--- config.mk ---
export PLATFORM = sky130hd
export DESIGN_NAME = tsrsm_ctrl
export DESIGN_NICKNAME = d
export VERILOG_FILES = /design/src/design/tsrsm_pkg.sv /design/src/design/tsrsm_ctrl.sv
export SDC_FILE = /design/constraint.sdc
export NUM_CORES = 1
export LEC_CHECK = 0
export BUFFER_PORTS_ARGS = -buffer_cell sky130_fd_sc_hd__buf_4
export CORE_AREA = 4 4 41 43
export CTS_CLUSTER_SIZE = 30
export DETAILED_ROUTE_END_ITERATION = 12
export DIE_AREA = 0 0 45 47
export SYNTH_ARGS = -nofsm -noshare
export SYNTH_HDL_FRONTEND = slang
export SYNTH_SLANG_ARGS = --single-unit
--- constraint.sdc ---
create_clock -name clk_i -period 1.3 [get_ports clk_i]
set_clock_uncertainty 0.15 [all_clocks]
set_input_delay 0.13 -clock clk_i [delete_from_list [all_inputs] [get_ports clk_i]]
set_output_delay 0.13 -clock clk_i [all_outputs]
set_load 0.02 [all_outputs]
--- src/design/tsrsm_pkg.sv ---
`timescale 1ns / 1ps

package tsrsm_pkg;

  // Widths fixed by the item format.
  localparam int unsigned ELEM_W = 9;
  localparam int unsigned BIT_W  = 4;

  // Operation codes of an input transaction.
  localparam logic [1:0] OP_LOAD    = 2'd0;
  localparam logic [1:0] OP_ADVANCE = 2'd1;
  localparam logic [1:0] OP_CLEAR   = 2'd2;

  // Move codes of a result transaction.
  localparam logic [1:0] MV_RA   = 2'd0;
  localparam logic [1:0] MV_PB   = 2'd1;
  localparam logic [1:0] MV_PA   = 2'd2;
  localparam logic [1:0] MV_NONE = 2'd3;

  // Commands from the controller to the datapath.
  typedef struct packed {
    logic idle;
    logic load;
    logic clear;
    logic resolve;
    logic read;
    logic exec;
  } dp_cmd_t;

  // Number of significant bits in an element value.
  function automatic logic [BIT_W-1:0] bit_length(input logic [ELEM_W-1:0] v);
    logic [BIT_W-1:0] n;
    n = '0;
    for (int i = 0; i < ELEM_W; i++) begin
      if (v[i]) begin
        n = BIT_W'(i + 1);
      end
    end
    return n;
  endfunction

endpackage

--- src/design/tsrsm_ctrl.sv ---
`timescale 1ns / 1ps

module tsrsm_ctrl (
  input  logic             clk_i,
  input  logic             rst_ni,
  input  logic             start,
  input  logic [1:0]       op_i,
  output logic             busy,
  output tsrsm_pkg::dp_cmd_t cmd_o
);
  import tsrsm_pkg::*;

  typedef enum logic [2:0] {
    ST_IDLE,
    ST_LOAD,
    ST_CLEAR,
    ST_RESOLVE,
    ST_READ,
    ST_EXEC
  } state_e;

  state_e  state_q;
  dp_cmd_t cmd_q, cmd_d;
  logic    busy_q;

  // Next command for each step; idle is raised while waiting.
  always_comb begin
    cmd_d = '{default: 1'b0};
    unique case (state_q) inside
      ST_IDLE: begin
        cmd_d.idle = 1'b1;
        if (start) begin
          unique case (op_i)
            OP_LOAD: begin
              cmd_d.idle = 1'b0;
              cmd_d.load = 1'b1;
            end
            OP_ADVANCE: begin
              cmd_d.idle    = 1'b0;
              cmd_d.resolve = 1'b1;
            end
            OP_CLEAR: begin
              cmd_d.idle  = 1'b0;
              cmd_d.clear = 1'b1;
            end
            default: begin
              cmd_d.idle = 1'b1;
            end
          endcase
        end
      end
      ST_RESOLVE: begin
        cmd_d.read = 1'b1;
      end
      ST_READ: begin
        cmd_d.exec = 1'b1;
      end
      ST_LOAD, ST_CLEAR, ST_EXEC: begin
        cmd_d.idle = 1'b1;
      end
      default: begin
        cmd_d.idle = 1'b1;
      end
    endcase
  end

  // Sequencer: one command per cycle, back to idle after the last step.
  always_ff @(posedge clk_i or negedge rst_ni) begin
    if (!rst_ni) begin
      state_q <= ST_IDLE;
      busy_q  <= 1'b0;
      cmd_q   <= '{idle: 1'b1, default: 1'b0};
    end else begin
      cmd_q <= cmd_d;
      unique case (state_q) inside
        ST_IDLE: begin
          if (start) begin
            unique case (op_i)
              OP_LOAD: begin
                state_q <= ST_LOAD;
                busy_q  <= 1'b1;
              end
              OP_ADVANCE: begin
                state_q <= ST_RESOLVE;
                busy_q  <= 1'b1;
              end
              OP_CLEAR: begin
                state_q <= ST_CLEAR;
                busy_q  <= 1'b1;
              end
              default: begin
                state_q <= ST_IDLE;
              end
            endcase
          end
        end
        ST_RESOLVE: begin
          state_q <= ST_READ;
        end
        ST_READ: begin
          state_q <= ST_EXEC;
        end
        ST_LOAD, ST_CLEAR, ST_EXEC: begin
          state_q <= ST_IDLE;
          busy_q  <= 1'b0;
        end
        default: begin
          state_q <= ST_IDLE;
          busy_q  <= 1'b0;
        end
      endcase
    end
  end

  assign busy  = busy_q;
  assign cmd_o = cmd_q;

endmodule

**After elaboration in Yosys (flattened, before gate mapping)**

Index checks and enable logic that the tools add are counted.

- Bits in registers: 10
- Input bits: 5
- Output and inout port bits: 7
- Logic and storage cells: 35

- Equality and inequality tests: 6
- Muxes and demuxes: 15
- Bitwise gates (word level): 1
- Reductions and logical operators: 5

Operators with widths:

| kind | count |
|---|---|
| $pmux 3 s3 | 1 |
| $mux 1 | 8 |
| $mux 3 | 2 |
| $pmux 2 s3 | 1 |
| $mux 4 | 1 |
| $ne 2x2->1 const B | 2 |
| $pmux 1 s2 | 2 |
| $eq 3x2->1 const B | 1 |
| $eq 3x3->1 const B | 1 |
| $logic_not 3->1 | 1 |
| $reduce_and 3->1 | 1 |
| $reduce_or 3->1 | 1 |
| $eq 2x1->1 const B | 1 |
| $eq 2x2->1 const B | 1 |
| $logic_not 2->1 | 1 |
| $reduce_or 2->1 | 1 |
| $not 1->1 | 1 |

**Longest topological paths before layout**

- Depth in word-level cells: 5
- Mapped depth: 4
- Gate-level depth less buffers: 4

**Worst setup path before layout**

No wires, ideal clock.

- Path type: reg-to-reg
- Start: register state_q[1]
- End: register cmd_q (netlist bit cmd_o[2])
- Setup time: 0.066 ns
- Data arrival time: 0.855 ns
- Data required time: 1.084 ns
- Setup slack: 0.229 ns
- Cell stages (with the launch flop): 3
- Path buffers: 0
- Clock period less this slack: 1.071 ns
- Cells stage by stage: dfrtp_1 nor4b_2 and2_1

RTL lines:

| what | line | RTL |
|---|---|---|
| from (decl) | tsrsm_ctrl.sv:22 | `state_e state_q;` |
| from (signal assigned) | tsrsm_ctrl.sv:70 | `state_q <= ST_IDLE;` |
| from (signal assigned) | tsrsm_ctrl.sv:80 | `state_q <= ST_LOAD;` |
| from (signal assigned) | tsrsm_ctrl.sv:84 | `state_q <= ST_RESOLVE;` |
| to (signal assigned) | tsrsm_ctrl.sv:74 | `cmd_q <= cmd_d;` |
| to (decl) | tsrsm_ctrl.sv:23 | `dp_cmd_t cmd_q, cmd_d;` |

**Worst setup path in the final report**

- Start: register cmd_q (netlist bit cmd_o[5])
- End: output cmd_o[5] (netlist name)

RTL lines:

| what | line | RTL |
|---|---|---|
| to (decl) | tsrsm_ctrl.sv:9 | `output tsrsm_pkg::dp_cmd_t cmd_o` |

No word-level cell between the ends.

==> reports/results.txt <==
outcome: finished, final reports clean
Die Area: 2120 µm²
Cells after Synth: 34
number of vias per cell: 4.37
Max-Cap Viols: 0
# nets final: 60
Setup TNS Final: 0 ps
final setup violation count: 0
DR pass1 iterations: 3
asr flop ratio synth: 1.00
Tmin final: 1170 ps
crit path from: cmd_o[5]
Hold Crit Class: in -> reg
final wirelength: 647 µm
Max stage delay on crit path: 510 ps
Pleak: 0.298 nW
Slew @ Worst Pin: 306 ps
DRC: 0
clk_lat worst skew: 260 ps
n_diodes: 0
TritonCTS Buffers: 3
Post-synth EDFFs: 0
num rows: 13
FMAX: 852 MHz
Initial DRC Count: 2
stages on the worst setup path: 1
routability cong.: 0.645
vias: 284
Post-synth top cells: dfrtp_1 (9), and2_1 (5), ha_1 (4)
Synth area leaders: dfrtp_1 (53%), ha_1 (12%), and2_1 (7.4%), dfstp_2 (6.2%), o21a_1 (5.3%)
number of slew-limit violations in the final report: 0
Die H: 47 µm
Detail Route Antenna Nets: 0
Worst R2R Path Depth: 2
met2 Use GR: 0.116
CTS tree: built
CTS sink count: 10
share of the synthesized area in the top cell type: 0.529
reg-to-reg startpoint: state_q[1]
routing usage on met1: 0.0827
most numerous cell in the Yosys netlist: dfrtp_1
CP Data Required Time: 1020 ps
Cell Area, Synth: 425 µm²
DP HPWL: 510 µm
CTS root buf: clkbuf_4
Yosys top cell by area: dfrtp_1
htree depth: 1
register area share after synthesis: 0.591
Post-Syn Nets: 43
Bufs and invs on worst path: 1
vias in the first global route: 269
gr busiest metal: met2
syn avg cell area: 12.5 µm²
first-pass GRT wire length: 1.08 mm
Design Power: 967 µW
maximum VDD drop: 0.000511 V
Worst-path clk slew: 60 ps
Placeable Area: 1300 µm²
initial antenna violation count: 0
PortBufs: 11
final hold violation count: 0
FF-to-FF End: state_q[1]
post-synthesis cell type count: 15
CP startpoint kind: flop
PwrDens: 1720 nW/µm²
worst path arrival time: 890 ps
Setup crit end: cmd_o[5]
GRT Util Overall: 0.0753
Final Cycle Share: 0.903
RSZ-0062 raised after global routing: no
flops & latches, synth: 10
synth warn: 0
crit-path cells: buf_4
maximum clock path buffer count: 2
CP top delay family: flip-flops
grt ovf: 0
met3 GRT Util: 0.0345
Initial Utilization: 0.327
worst-path maximum fanout: 1
I/O pin cnt: 12
Setup crit end kind: output pin
Die Width: 45 µm
fin util: 0.433
slowest CP cell: dfstp_2
Layout area overhead: 32.4%
critical path class: reg -> out
worst reg2reg setup slack: 140 ps
Max-slew headroom: 0.795
routed len/inst: 9.95 µm
Most used DFF post-synth: dfrtp_1
share of cells above drive strength 1: 0.360
# fillers: 135
largest net degree at the start of global routing: 11
## power by group
part	leakage [nW]	internal [mW]	switching (mW)
combinational	0.152	0.143	0.158
clock	0.0150	0.118	0.0985
sequential	0.131	0.398	0.0501
total	0.298	0.660	0.307
## layer usage
layer  routed length (µm)  share of wire
met2                  313           0.48
met5                    0              0
met1                  249           0.38
met4                   17          0.026
met3                   67           0.10
## worst min path at each step
stage	startpoint	end	slack, ps	cells after the start
after global placement	rst_ni	cmd_o[3]	-190	1
after floorplan	rst_ni	busy	-320	0
final	op_i[1]	cmd_o[3]	70	3
after CTS	op_i[1]	cmd_o[3]	60	3
after global routing	rst_ni	cmd_o[2]	90	2
after detailed placement	rst_ni	cmd_o[2]	-190	1
## logic make-up (layout without fill, tap and decap cells)
family,Yosys count,in the layout,share of synthesized area
flops,10,10,0.591
simple gates,12,12,0.188
compound gates,5,5,0.0765
fa+ha+maj,4,4,0.118
buf+inv,3,19,0.0265
## stage by stage
stage	hold WS, ps	area [µm²]	setup WS [ps]	instances
after global routing	85.2	563	20.1	65
after detailed placement	-186	527	129	60
after global placement	-185	527	104	60
final	65.4	563	126	65
after floorplan	-316	425	229	34
after CTS	57.3	563	112	65
## registers in the layout, summed over array words and instances (netlist names)
register	count
cmd_o	6
busy	1
state_q	3
## final cells by class
class                   instances  area (µm²)  area share
clock buffers                   4        26.3      0.0467
inverters                       3        11.3      0.0200
multi-input cells              21         163       0.289
flip-flops and latches         10         251       0.447
well taps                      15        18.8      0.0333
repair buffers                 12        92.6       0.164
## repair_timing
action	CTS	global route
hold endpoints to repair	10	0
hold buffers	1	0
setup buffers	0	0
gates resized for setup	0	0
## layout by cell type, fill, tap and decap left out
cell type      Yosys  final
and2_1             5      5
buf_4              0     11
clkbuf_1           0      1
clkbuf_4           0      3
dfrtp_1            9      9
dfstp_2            1      1
dlygate4sd3_1      0      1
ha_1               4      4
inv_1              2      2
inv_2              1      1
nand2_1            1      1
nand2b_1           1      1
nand3b_1           1      1
nor2_1             1      1
nor2_2             1      1
nor2b_1            1      1
nor4b_2            1      1
o21a_1             3      3
o21ai_1            2      2
(Power assumes the default switching activity.)
